### config.mk
export PLATFORM = sky130hd
export DESIGN_NAME = binary_gcd_flat
export DESIGN_NICKNAME = d
export VERILOG_FILES = /design/src/rtl/bgcd_pkg.sv /design/src/rtl/bgcd_req_if.sv /design/src/rtl/bgcd_rsp_if.sv /design/src/rtl/binary_gcd.sv /design/src/rtl/bgcd_dp.sv /design/src/rtl/bgcd_ctrl.sv /design/src/flat_wrapper.sv
export SDC_FILE = /design/constraint.sdc
export NUM_CORES = 1
export LEC_CHECK = 0
export ABC_AREA = 1
export ABC_CLOCK_PERIOD_IN_PS = 3350
export BUFFER_PORTS_ARGS = -buffer_cell sky130_fd_sc_hd__buf_2
export CAP_MARGIN = 10
export CORE_ASPECT_RATIO = 0.7
export CORE_MARGIN = 10
export CORE_UTILIZATION = 41
export DETAILED_ROUTE_END_ITERATION = 8
export GPL_TIMING_DRIVEN = 0
export SYNTH_ARGS = -nofsm -noshare
export SYNTH_HDL_FRONTEND = slang
export SYNTH_SLANG_ARGS = --single-unit
export TNS_END_PERCENT = 50
### constraint.sdc
create_clock -name clk -period 3.35 [get_ports clk]
set_input_delay 0 -clock clk [delete_from_list [all_inputs] [get_ports clk]]
set_output_delay 0 -clock clk [all_outputs]
set_load 0.03 [all_outputs]
### src/rtl/bgcd_pkg.sv
// ---------------------------------------------------------------------------
// Binary GCD package
// Shared constants and the command and status types that pass between the
// controller and the datapath of the binary GCD block.
// ---------------------------------------------------------------------------
package bgcd_pkg;

	localparam int DEF_WIDTH = 16;

	// Commands from the controller to the datapath.
	typedef struct packed {
		logic load;      // capture a new request into the working registers
		logic step;      // one shift or subtract step of the reduction
		logic load_out;  // capture the final divisor into the output register
	} bgcd_cmd_t;

	// Status from the datapath back to the controller.
	typedef struct packed {
		logic zero;      // one of the operands of this request was zero
		logic a_odd;
		logic b_odd;
		logic equal;     // both working values are the same
	} bgcd_status_t;

endpackage

### src/rtl/bgcd_req_if.sv
// ---------------------------------------------------------------------------
// Binary GCD request channel
// Carries one pair of operands with a valid and ready handshake.
// ---------------------------------------------------------------------------
interface bgcd_req_if #(
	parameter int WIDTH = bgcd_pkg::DEF_WIDTH
);
	logic             valid;
	logic             ready;
	logic [WIDTH-1:0] operand_a;
	logic [WIDTH-1:0] operand_b;

	modport source (output valid, output operand_a, output operand_b, input ready);
	modport sink   (input valid, input operand_a, input operand_b, output ready);
endinterface

### src/rtl/bgcd_rsp_if.sv
// ---------------------------------------------------------------------------
// Binary GCD response channel
// Carries one divisor with a valid and ready handshake.
// ---------------------------------------------------------------------------
interface bgcd_rsp_if #(
	parameter int WIDTH = bgcd_pkg::DEF_WIDTH
);
	logic             valid;
	logic             ready;
	logic [WIDTH-1:0] divisor;

	modport source (output valid, output divisor, input ready);
	modport sink   (input valid, input divisor, output ready);
endinterface

### src/rtl/binary_gcd.sv
// ---------------------------------------------------------------------------
// Binary GCD
// Greatest common divisor of two unsigned operands by Stein's algorithm.
// ---------------------------------------------------------------------------
// The block takes one request of two WIDTH-bit unsigned operands and returns
// one divisor of the same width, the greatest common divisor, or zero when
// either operand is zero. Requests are handled one at a time: the request
// channel is ready only while the controller is idle. The datapath performs
// a single shift-or-subtract step per cycle: each cycle either halves one or
// both working values (counting common factors of two) or replaces the
// larger odd value by the difference. When the reduction ends and the output
// register is free, the divisor is loaded, and the request channel is ready
// again in the cycle after. A zero operand or equal odd operands need no step
// at all. The worst case is about 3*WIDTH steps: at WIDTH 16 the pair 0x8000
// and 0xFFFF takes 45 steps, 15 halvings of the even operand followed by 15
// subtractions that are each followed by a single halving. The final shift
// back by the common count happens in the cycle that loads the output
// register. The output register lets the block take the next request while
// an earlier divisor still waits on the response channel; a finished
// reduction holds only if that divisor has not yet been taken.
// ---------------------------------------------------------------------------
module binary_gcd #(
	parameter int WIDTH = bgcd_pkg::DEF_WIDTH
) (
	input logic       clk,
	input logic       arst_n,
	bgcd_req_if.sink  req,
	bgcd_rsp_if.source rsp
);
	import bgcd_pkg::*;

	bgcd_cmd_t    cmd;
	bgcd_status_t status;

	// The controller sequences each request and owns both handshakes.
	bgcd_ctrl u_ctrl (
		.clk       (clk),
		.arst_n    (arst_n),
		.in_valid  (req.valid),
		.in_ready  (req.ready),
		.out_valid (rsp.valid),
		.out_ready (rsp.ready),
		.status    (status),
		.cmd       (cmd)
	);

	// The datapath holds the working values, the count of common factors of
	// two and the output register.
	bgcd_dp #(
		.WIDTH (WIDTH)
	) u_dp (
		.clk       (clk),
		.arst_n    (arst_n),
		.operand_a (req.operand_a),
		.operand_b (req.operand_b),
		.cmd       (cmd),
		.status    (status),
		.divisor   (rsp.divisor)
	);

endmodule

### src/rtl/bgcd_dp.sv
// ---------------------------------------------------------------------------
// Binary GCD datapath
// Working registers, the shift and subtract step, the count of common
// factors of two and the output register.
// ---------------------------------------------------------------------------
module bgcd_dp #(
	parameter int WIDTH = bgcd_pkg::DEF_WIDTH
) (
	input  logic                   clk,
	input  logic                   arst_n,
	input  logic [WIDTH-1:0]       operand_a,
	input  logic [WIDTH-1:0]       operand_b,
	input  bgcd_pkg::bgcd_cmd_t    cmd,
	output bgcd_pkg::bgcd_status_t status,
	output logic [WIDTH-1:0]       divisor
);
	import bgcd_pkg::*;

	localparam int CNT_W = (WIDTH > 2) ? $clog2(WIDTH) : 1;

	logic [WIDTH-1:0] a_q;
	logic [WIDTH-1:0] b_q;
	logic [CNT_W-1:0] cnt_q;
	logic             zero_q;
	logic [WIDTH-1:0] out_q;

	assign status.zero  = zero_q;
	assign status.a_odd = a_q[0];
	assign status.b_odd = b_q[0];
	assign status.equal = (a_q == b_q);

	always_ff @(posedge clk or negedge arst_n) begin
		if (!arst_n) begin
			a_q    <= '0;
			b_q    <= '0;
			cnt_q  <= '0;
			zero_q <= 1'b0;
		end else if (cmd.load) begin
			a_q    <= operand_a;
			b_q    <= operand_b;
			cnt_q  <= '0;
			zero_q <= (operand_a == '0) || (operand_b == '0);
		end else if (cmd.step) begin
			if (!a_q[0] && !b_q[0]) begin
				// A factor of two common to both values.
				a_q   <= a_q >> 1;
				b_q   <= b_q >> 1;
				cnt_q <= cnt_q + CNT_W'(1);
			end else if (!a_q[0]) begin
				a_q <= a_q >> 1;
			end else if (!b_q[0]) begin
				b_q <= b_q >> 1;
			end else if (a_q > b_q) begin
				a_q <= a_q - b_q;
			end else begin
				b_q <= b_q - a_q;
			end
		end
	end

	always_ff @(posedge clk or negedge arst_n) begin
		if (!arst_n) begin
			out_q <= '0;
		end else if (cmd.load_out) begin
			out_q <= zero_q ? '0 : (a_q << cnt_q);
		end
	end

	assign divisor = out_q;

endmodule

### src/rtl/bgcd_ctrl.sv
// ---------------------------------------------------------------------------
// Binary GCD controller
// Sequences one request through load, reduction and output, and owns both
// handshakes.
// ---------------------------------------------------------------------------
module bgcd_ctrl (
	input  logic                   clk,
	input  logic                   arst_n,
	input  logic                   in_valid,
	output logic                   in_ready,
	output logic                   out_valid,
	input  logic                   out_ready,
	input  bgcd_pkg::bgcd_status_t status,
	output bgcd_pkg::bgcd_cmd_t    cmd
);
	import bgcd_pkg::*;

	localparam logic [1:0] ST_IDLE = 2'd0;
	localparam logic [1:0] ST_RUN  = 2'd1;
	localparam logic [1:0] ST_FIN  = 2'd2;

	logic [1:0] state_q;
	logic [1:0] state_d;
	logic       out_valid_q;
	logic       done;
	logic       accept;

	assign in_ready  = (state_q == ST_IDLE);
	assign accept    = in_valid && in_ready;
	assign out_valid = out_valid_q;

	// Reduction ends at once on a zero operand, else when both odd values meet.
	assign done = status.zero || (status.a_odd && status.b_odd && status.equal);

	always_comb begin
		state_d      = state_q;
		cmd.load     = 1'b0;
		cmd.step     = 1'b0;
		cmd.load_out = 1'b0;
		unique case (state_q)
			ST_IDLE: begin
				if (in_valid) begin
					cmd.load = 1'b1;
					state_d  = ST_RUN;
				end
			end
			ST_RUN: begin
				if (done) begin
					state_d = ST_FIN;
				end else begin
					cmd.step = 1'b1;
				end
			end
			ST_FIN: begin
				if (!out_valid_q || out_ready) begin
					cmd.load_out = 1'b1;
					state_d      = ST_IDLE;
				end
			end
			default: begin
				state_d = ST_IDLE;
			end
		endcase
	end

	always_ff @(posedge clk or negedge arst_n) begin
		if (!arst_n) begin
			state_q     <= ST_IDLE;
			out_valid_q <= 1'b0;
		end else begin
			state_q <= state_d;
			if (cmd.load_out) begin
				out_valid_q <= 1'b1;
			end else if (out_ready) begin
				out_valid_q <= 1'b0;
			end
		end
	end

	// The output register is never overwritten while its divisor waits.
	assert property (@(posedge clk) disable iff (!arst_n)
		cmd.load_out |-> (!out_valid_q || out_ready))
		else $error("output register overwritten while full");

	// An accepted request always starts the reduction.
	assert property (@(posedge clk) disable iff (!arst_n)
		accept |=> (state_q == ST_RUN))
		else $error("accepted request did not start");

	// A zero operand skips the reduction entirely.
	assert property (@(posedge clk) disable iff (!arst_n)
		(state_q == ST_RUN) && status.zero |-> !cmd.step)
		else $error("step issued on a zero operand");

	// Loading the output always returns the controller to idle.
	assert property (@(posedge clk) disable iff (!arst_n)
		cmd.load_out |=> (state_q == ST_IDLE) && out_valid_q)
		else $error("output load did not complete");

endmodule
### src/flat_wrapper.sv
// flat-port wrapper written by rule: the top's interface ports become plain ports
module binary_gcd_flat import bgcd_pkg::*;
#(
	parameter int WIDTH = bgcd_pkg::DEF_WIDTH
)
  (clk, arst_n, req_valid, req_operand_a, req_operand_b, req_ready, rsp_valid, rsp_divisor, rsp_ready);
  bgcd_req_if #(.WIDTH(WIDTH)) req_i ();
  bgcd_rsp_if #(.WIDTH(WIDTH)) rsp_i ();
  input logic clk;
  input logic arst_n;
  input wire logic [$bits(req_i.valid)-1:0] req_valid;
  input wire logic [$bits(req_i.operand_a)-1:0] req_operand_a;
  input wire logic [$bits(req_i.operand_b)-1:0] req_operand_b;
  output wire logic [$bits(req_i.ready)-1:0] req_ready;
  output wire logic [$bits(rsp_i.valid)-1:0] rsp_valid;
  output wire logic [$bits(rsp_i.divisor)-1:0] rsp_divisor;
  input wire logic [$bits(rsp_i.ready)-1:0] rsp_ready;
  assign req_i.valid = req_valid;
  assign req_i.operand_a = req_operand_a;
  assign req_i.operand_b = req_operand_b;
  assign req_ready = req_i.ready;
  assign rsp_valid = rsp_i.valid;
  assign rsp_divisor = rsp_i.divisor;
  assign rsp_i.ready = rsp_ready;
  binary_gcd #(.WIDTH(WIDTH)) u_core (.clk(clk), .arst_n(arst_n), .req(req_i), .rsp(rsp_i));
endmodule
### After elaboration in Yosys (flattened, before gate mapping)

Cells that the tools add are included.

| operators by class | value |
|---|---|
| add/subtract/negate cells | 3 |
| order comparisons | 1 |
| eq/ne operators | 9 |
| shift-type cells | 1 |
| mux-type cells | 28 |
| reductions and logical operators | 21 |

Operators by type and width:

| kind | number |
|---|---|
| $mux W16 | 13 |
| $logic_not A16 Y1 | 2 |
| $sub A16 B16 Y16 | 2 |
| $eq A16 B16 Y1 | 1 |
| $gt A16 B16 Y1 | 1 |
| $shl A16 B4 Y16 | 1 |
| $mux W4 | 3 |
| $reduce_and A3 Y1 | 3 |
| $mux W1 | 8 |
| $ne A4 B1 Y1 const B | 2 |
| $mux W2 | 3 |
| $ne A2 B2 Y1 const B | 3 |
| $pmux W2 S3 | 1 |
| $reduce_bool A2 Y1 | 3 |
| $add A4 B1 Y4 const B | 1 |
| $ne A4 B3 Y1 const B | 1 |
| $reduce_and A2 Y1 | 2 |
| $logic_and A1 B1 Y1 | 3 |
| $logic_not A1 Y1 | 3 |
| $logic_or A1 B1 Y1 | 3 |
| $reduce_bool A3 Y1 | 1 |
| $eq A2 B1 Y1 const B | 1 |
| $eq A2 B2 Y1 const B | 1 |
| $logic_not A2 Y1 | 1 |

| storage, ports and cells | value |
|---|---|
| register bits | 56 |
| input bits | 36 |
| output and inout port bits | 18 |
| word-level logic and storage cells | 72 |

### Logic depth before layout (Yosys ltp)

| depth | value |
|---|---|
| depth in word-level cells | 7 |
| depth in mapped cells | 17 |

### Cells and area by module

From an unflattened synthesis, not the netlist that was laid out.

| unflattened totals | value |
|---|---|
| cell total of the unflattened synthesis | 836 |
| area, all modules | 5,355.1 sq um |

By module, submodules not included:

| module | instances | cells an instance | area an instance (sq um) | sequential area each (sq um) |
|---|---|---|---|---|
| bgcd_dp | 1 | 810 | 5,182.5 | 1,326.3 |
| bgcd_ctrl | 1 | 26 | 172.7 | 75.1 |

### Worst setup path before layout

Ideal clock, no wire load.

| timing path | value |
|---|---|
| path type | register -> register |
| start point | reg u_core.u_dp.a_q[0] |
| end point | reg u_core.u_dp.a_q[11] |
| arrival time | 2.386 ns |
| required time | 3.224 ns |
| path slack | 0.837 ns |
| stages on the path, launching flop included | 18 |
| path buffers | 1 |
| path through | dfrtp_1 -> inv_1 -> ha_1 -> inv_1 -> fa_1 -> nand3_1 -> nand3_1 -> nand2_1 -> nand2_1 -> nand2_2 -> nand2_4 -> nand2_4 -> nand2_2 -> nand2_4 -> nand2_4 -> buf_8 -> nor2_4 -> a21oi_2 |

| between the ends | value |
|---|---|
| cells in the longest elaborated chain, start to end | 7 |

RTL lines:

| what | RTL line | RTL |
|---|---|---|
| start, declared | bgcd_dp.sv:21 | `logic [WIDTH-1:0] a_q;` |
| start signal, assigned | bgcd_dp.sv:39 | `a_q <= operand_a;` |
| start signal, assigned | bgcd_dp.sv:46 | `a_q <= a_q >> 1;` |
| start signal, assigned | bgcd_dp.sv:50 | `a_q <= a_q >> 1;` |
| $sub A16 B16 Y16, or another cell as far along | bgcd_dp.sv:54 | `a_q <= a_q - b_q;` |
| $mux W16 or $logic_and A1 B1 Y1 (tied branches) | bgcd_dp.sv:53, bgcd_ctrl.sv:33 |  |
| $mux W16 or $logic_or A1 B1 Y1 (tied branches) | bgcd_dp.sv:51, bgcd_ctrl.sv:33 |  |
| $mux W16 or $mux W1 (tied branches) | bgcd_dp.sv:49, bgcd_ctrl.sv:48 |  |
| $mux W16 or $mux W1 (tied branches) | bgcd_dp.sv:44, bgcd_ctrl.sv:40 |  |
| $mux W16 or $reduce_bool A2 Y1 (tied branches) | n/a |  |
| $mux W16 or $reduce_and A3 Y1 (tied branches) | n/a |  |

Several ways; a longest one is shown, not always the timed one. The select of a mux whose other input is x is not followed.
A chain may end at the register's enable or synchronous reset.

### Worst setup path in the final report

| timing path | value |
|---|---|
| start point | reg u_core.u_dp.a_q[0] |
| end point | reg u_core.u_dp.b_q[15] |

| between the ends | value |
|---|---|
| cells in the longest elaborated chain, start to end | 7 |

RTL lines:

| what | RTL line | RTL |
|---|---|---|
| $sub A16 B16 Y16, or another cell as far along | bgcd_dp.sv:56 | `b_q <= b_q - a_q;` |
| $mux W16 or $logic_and A1 B1 Y1 (tied branches) | bgcd_dp.sv:53, bgcd_ctrl.sv:33 |  |
| $mux W16 or $logic_or A1 B1 Y1 (tied branches) | bgcd_dp.sv:51, bgcd_ctrl.sv:33 |  |
| $mux W16 or $mux W1 (tied branches) | bgcd_dp.sv:49, bgcd_ctrl.sv:48 |  |
| $mux W16 or $mux W1 (tied branches) | bgcd_dp.sv:44, bgcd_ctrl.sv:40 |  |
| $mux W16 or $reduce_bool A2 Y1 (tied branches) | n/a |  |
| $mux W16 or $reduce_and A3 Y1 (tied branches) | n/a |  |
| end signal, assigned | bgcd_dp.sv:40 | `b_q <= operand_b;` |
| end signal, assigned | bgcd_dp.sv:47 | `b_q <= b_q >> 1;` |
| end signal, assigned | bgcd_dp.sv:52 | `b_q <= b_q >> 1;` |
| end, declared | bgcd_dp.sv:22 | `logic [WIDTH-1:0] b_q;` |

Several ways; a longest one is shown, not always the timed one. The select of a mux whose other input is x is not followed.

==> qor.yml <==
multi_input_area_um2: 3550
synth.top_cell.area_share_pct: 25.5
gp_congestion: 1.01
placed_cells: 1051
ys_seq_area_share_pct: 25.5
path_clk_slew_ns: 0.08
hp-class: "primary input to flop"
cts_max_path_buffers: 2
vias: 5663
synth_compound_area_share_pct: 17.2
yosys.area_share.adder_pct: 8.70
grt_max_degree: 34
syn_to_final_growth_pct: 13.5
drcViolationCount: 0
initialDrtViolationCount: 668
viasPerCell: 5.32
ant_nets: 0
cts_buffers: 5
numPortBuffers: 53
avgRoutedWirePerCell_um: 18.2
synth_top_flop_cell: "dfrtp_1"
tritoncts: "yes"
status: "finished clean"
start_kind: "flop"
die_h_um: 117
antenna_found_initial: 0
final_cells: 1064
grt_usage_pct: 21.1
dr_wl_met2_um: 7340
layout.nets: 971
hold-worst-slack_ns: 0.0453
finalHoldViolCount: 0
ys_seq_elements: 56
syn_inst: 831
finalCritPeriodShare_pct: 92.2
ys_warn_count: 0
first_global_vias: 5217
grt_pass1_wl_um: 30000
synthXorXnorAreaFrac_pct: 2.55
drt_pre_antenna_iters: 5
avgSynthCellArea_um2: 6.61
htreeDepth: 2
antenna_cells: 0
synth_cell_types: 48
clk_latency_ns: 0.31
end_kind: "flop"
tightest_slew_ns: 0.979
wl_met3_um: 1770
crit_type: "flop to flop"
wirelength_um: 19400
arrival_ns: 3.31
dp_hpwl_um: 15900
root_buffer: "clkbuf_16"
finalMaxSlewViolations: 0
setup_viol: 0
synthSimpleGateAreaFrac_pct: 35.3
crit_fanout: 10
num_rows: 35
highest_layer: "met4"
period_needed_ns: 3.09
drive_gt1_share_pct: 14.0
synthesis.area_um2: 5500
post-route-util_pct: 47.5
synth_top_family_by_area: "simple AND/OR/NAND/NOR gates"
initial_utilization_pct: 41.8
clock_skew_ns: 0.0128
wl_met1_um: 10200
core_area_um2: 13100
dieWidth_um: 158
muxShareOfSynthArea_pct: 0.728
overflow: 0
regArea_um2: 1400
max_freq_ghz: 0.324
setup-tns-final_ns: 0
synth_top_area_cell: "dfrtp_1"
fillers: 1403
slew_headroom_pct: 34.1
rsz0062_at_grt: "no"
async_reset_ff_share_pct: 100
required_ns: 3.57
yosys-top-cells-count: "241 x nand2_1, 105 x inv_1, 79 x o21ai_0"
syn-num-nets: 904
synth-edff-count: 0
maxCapViolations: 0
yosysMostFrequentCell: "nand2_1"
clock_sinks: 56
cts_setup_buffers: 0
dieArea_um2: 18500
io-pin-count: 54
synthTopCellsByArea: "dfrtp_1 25%, nand2_1 16%, ha_1 8.0%"
==> per-layer routing <==
layer | vias up | track usage, %
met4 | 0 | 2.95
met5 | - | 0
met3 | 8 | 3.40
li1 | 2813 | -
met1 | 2616 | 34.2
met2 | 226 | 28.1
==> sequential cells by signal, summed over array words and instances, names as in the netlist <==
| name | flops |
|---|---|
| u_core.u_dp.divisor | 16 |
| u_core.u_dp.b_q | 16 |
| u_core.u_dp.a_q | 16 |
| u_core.u_ctrl.out_valid | 1 |
| u_core.u_dp.zero_q | 1 |
| u_core.u_ctrl.state_q | 2 |
| u_core.u_dp.cnt_q | 4 |
==> cell type report <==
class | instances | area share (%)
inverter | 110 | 6.68
clock inverter | 2 | 0.963
multi-input combinational | 639 | 56.9
timing repair buffer | 60 | 5.54
tap | 166 | 3.33
sequential | 56 | 22.5
clock buffer | 5 | 2.01
buffer | 26 | 2.17
==> layout by cell type (no fill, tap or decap), drive strengths merged, types with 12 or more instances in the layout <==
cell    synthesis  layout
xor2           12      12
a21oi          28      28
inv           108     107
nor2           80      80
clkbuf         17      22
nand2         258     258
nand3          54      54
dfrtp          56      56
buf             9      63
o21ai          94      94
ha             35      35
==> worst paths after layout <==
check	start	to	slack, ns	cells after the start
worst min register to register	u_core.u_dp.divisor[5]$_DFFE_PN0P_	u_core.u_dp.divisor[5]$_DFFE_PN0P_	0.48	2
worst min-delay path	req_operand_a[9]	u_core.u_dp.a_q[9]$_DFFE_PN0P_	0.05	5
max in group asynchronous	arst_n	u_core.u_dp.divisor[7]$_DFFE_PN0P_	2.36	3
worst max-delay path	u_core.u_dp.a_q[0]$_DFFE_PN0P_	u_core.u_dp.b_q[15]$_DFFE_PN0P_	0.26	17
worst max register to register	u_core.u_dp.a_q[0]$_DFFE_PN0P_	u_core.u_dp.b_q[15]$_DFFE_PN0P_	0.26	17
min in group asynchronous	arst_n	u_core.u_dp.b_q[3]$_DFFE_PN0P_	0.34	2
==> cell families after synthesis <==
| kind of cell | Yosys count |
|---|---|
| AOI/OAI and AO/OA | 158 |
| xor gates and xnor gates | 16 |
| adders and majority gates | 37 |
| buffers and inverters | 136 |
| DFF | 56 |
| muxes | 4 |
| and+or+nand+nor | 424 |
==> through the flow <==
step	setup slack (ns)	instance area [um2]
6_report	0.260	6240
5_1_grt	0.0928	6240
4_1_cts	0.197	6230
3_5_place_dp	0.212	5990
3_3_place_gp	0.258	5970
2_1_floorplan	0.837	5500
==> critical path, stage by stage (launching register included) <==
cell	delay (ns)
dfrtp_1	0.52
inv_2	0.21
ha_1	0.23
inv_1	0.13
fa_1	0.52
nand3_1	0.10
nand3_1	0.17
nand2_1	0.11
nand2_1	0.10
nand2_2	0.10
nand2_4	0.07
nand2_4	0.10
nand2_4	0.12
inv_2	0.20
nand3_1	0.12
nand2_1	0.09
nand2_1	0.05
o21ai_0	0.07
==> repair_timing <==
| action | in CTS | in global routing |
|---|---|---|
| resized for setup | 0 | 2 |
| endpoints found under the hold margin | 38 | 0 |
| endpoints found under the setup margin | 0 | 6 |
| hold buffers | 6 | 0 |
Power is left out: the tool's default activity adds up to more than one toggle a clock period on the data nets, which glitch-free logic cannot reach.
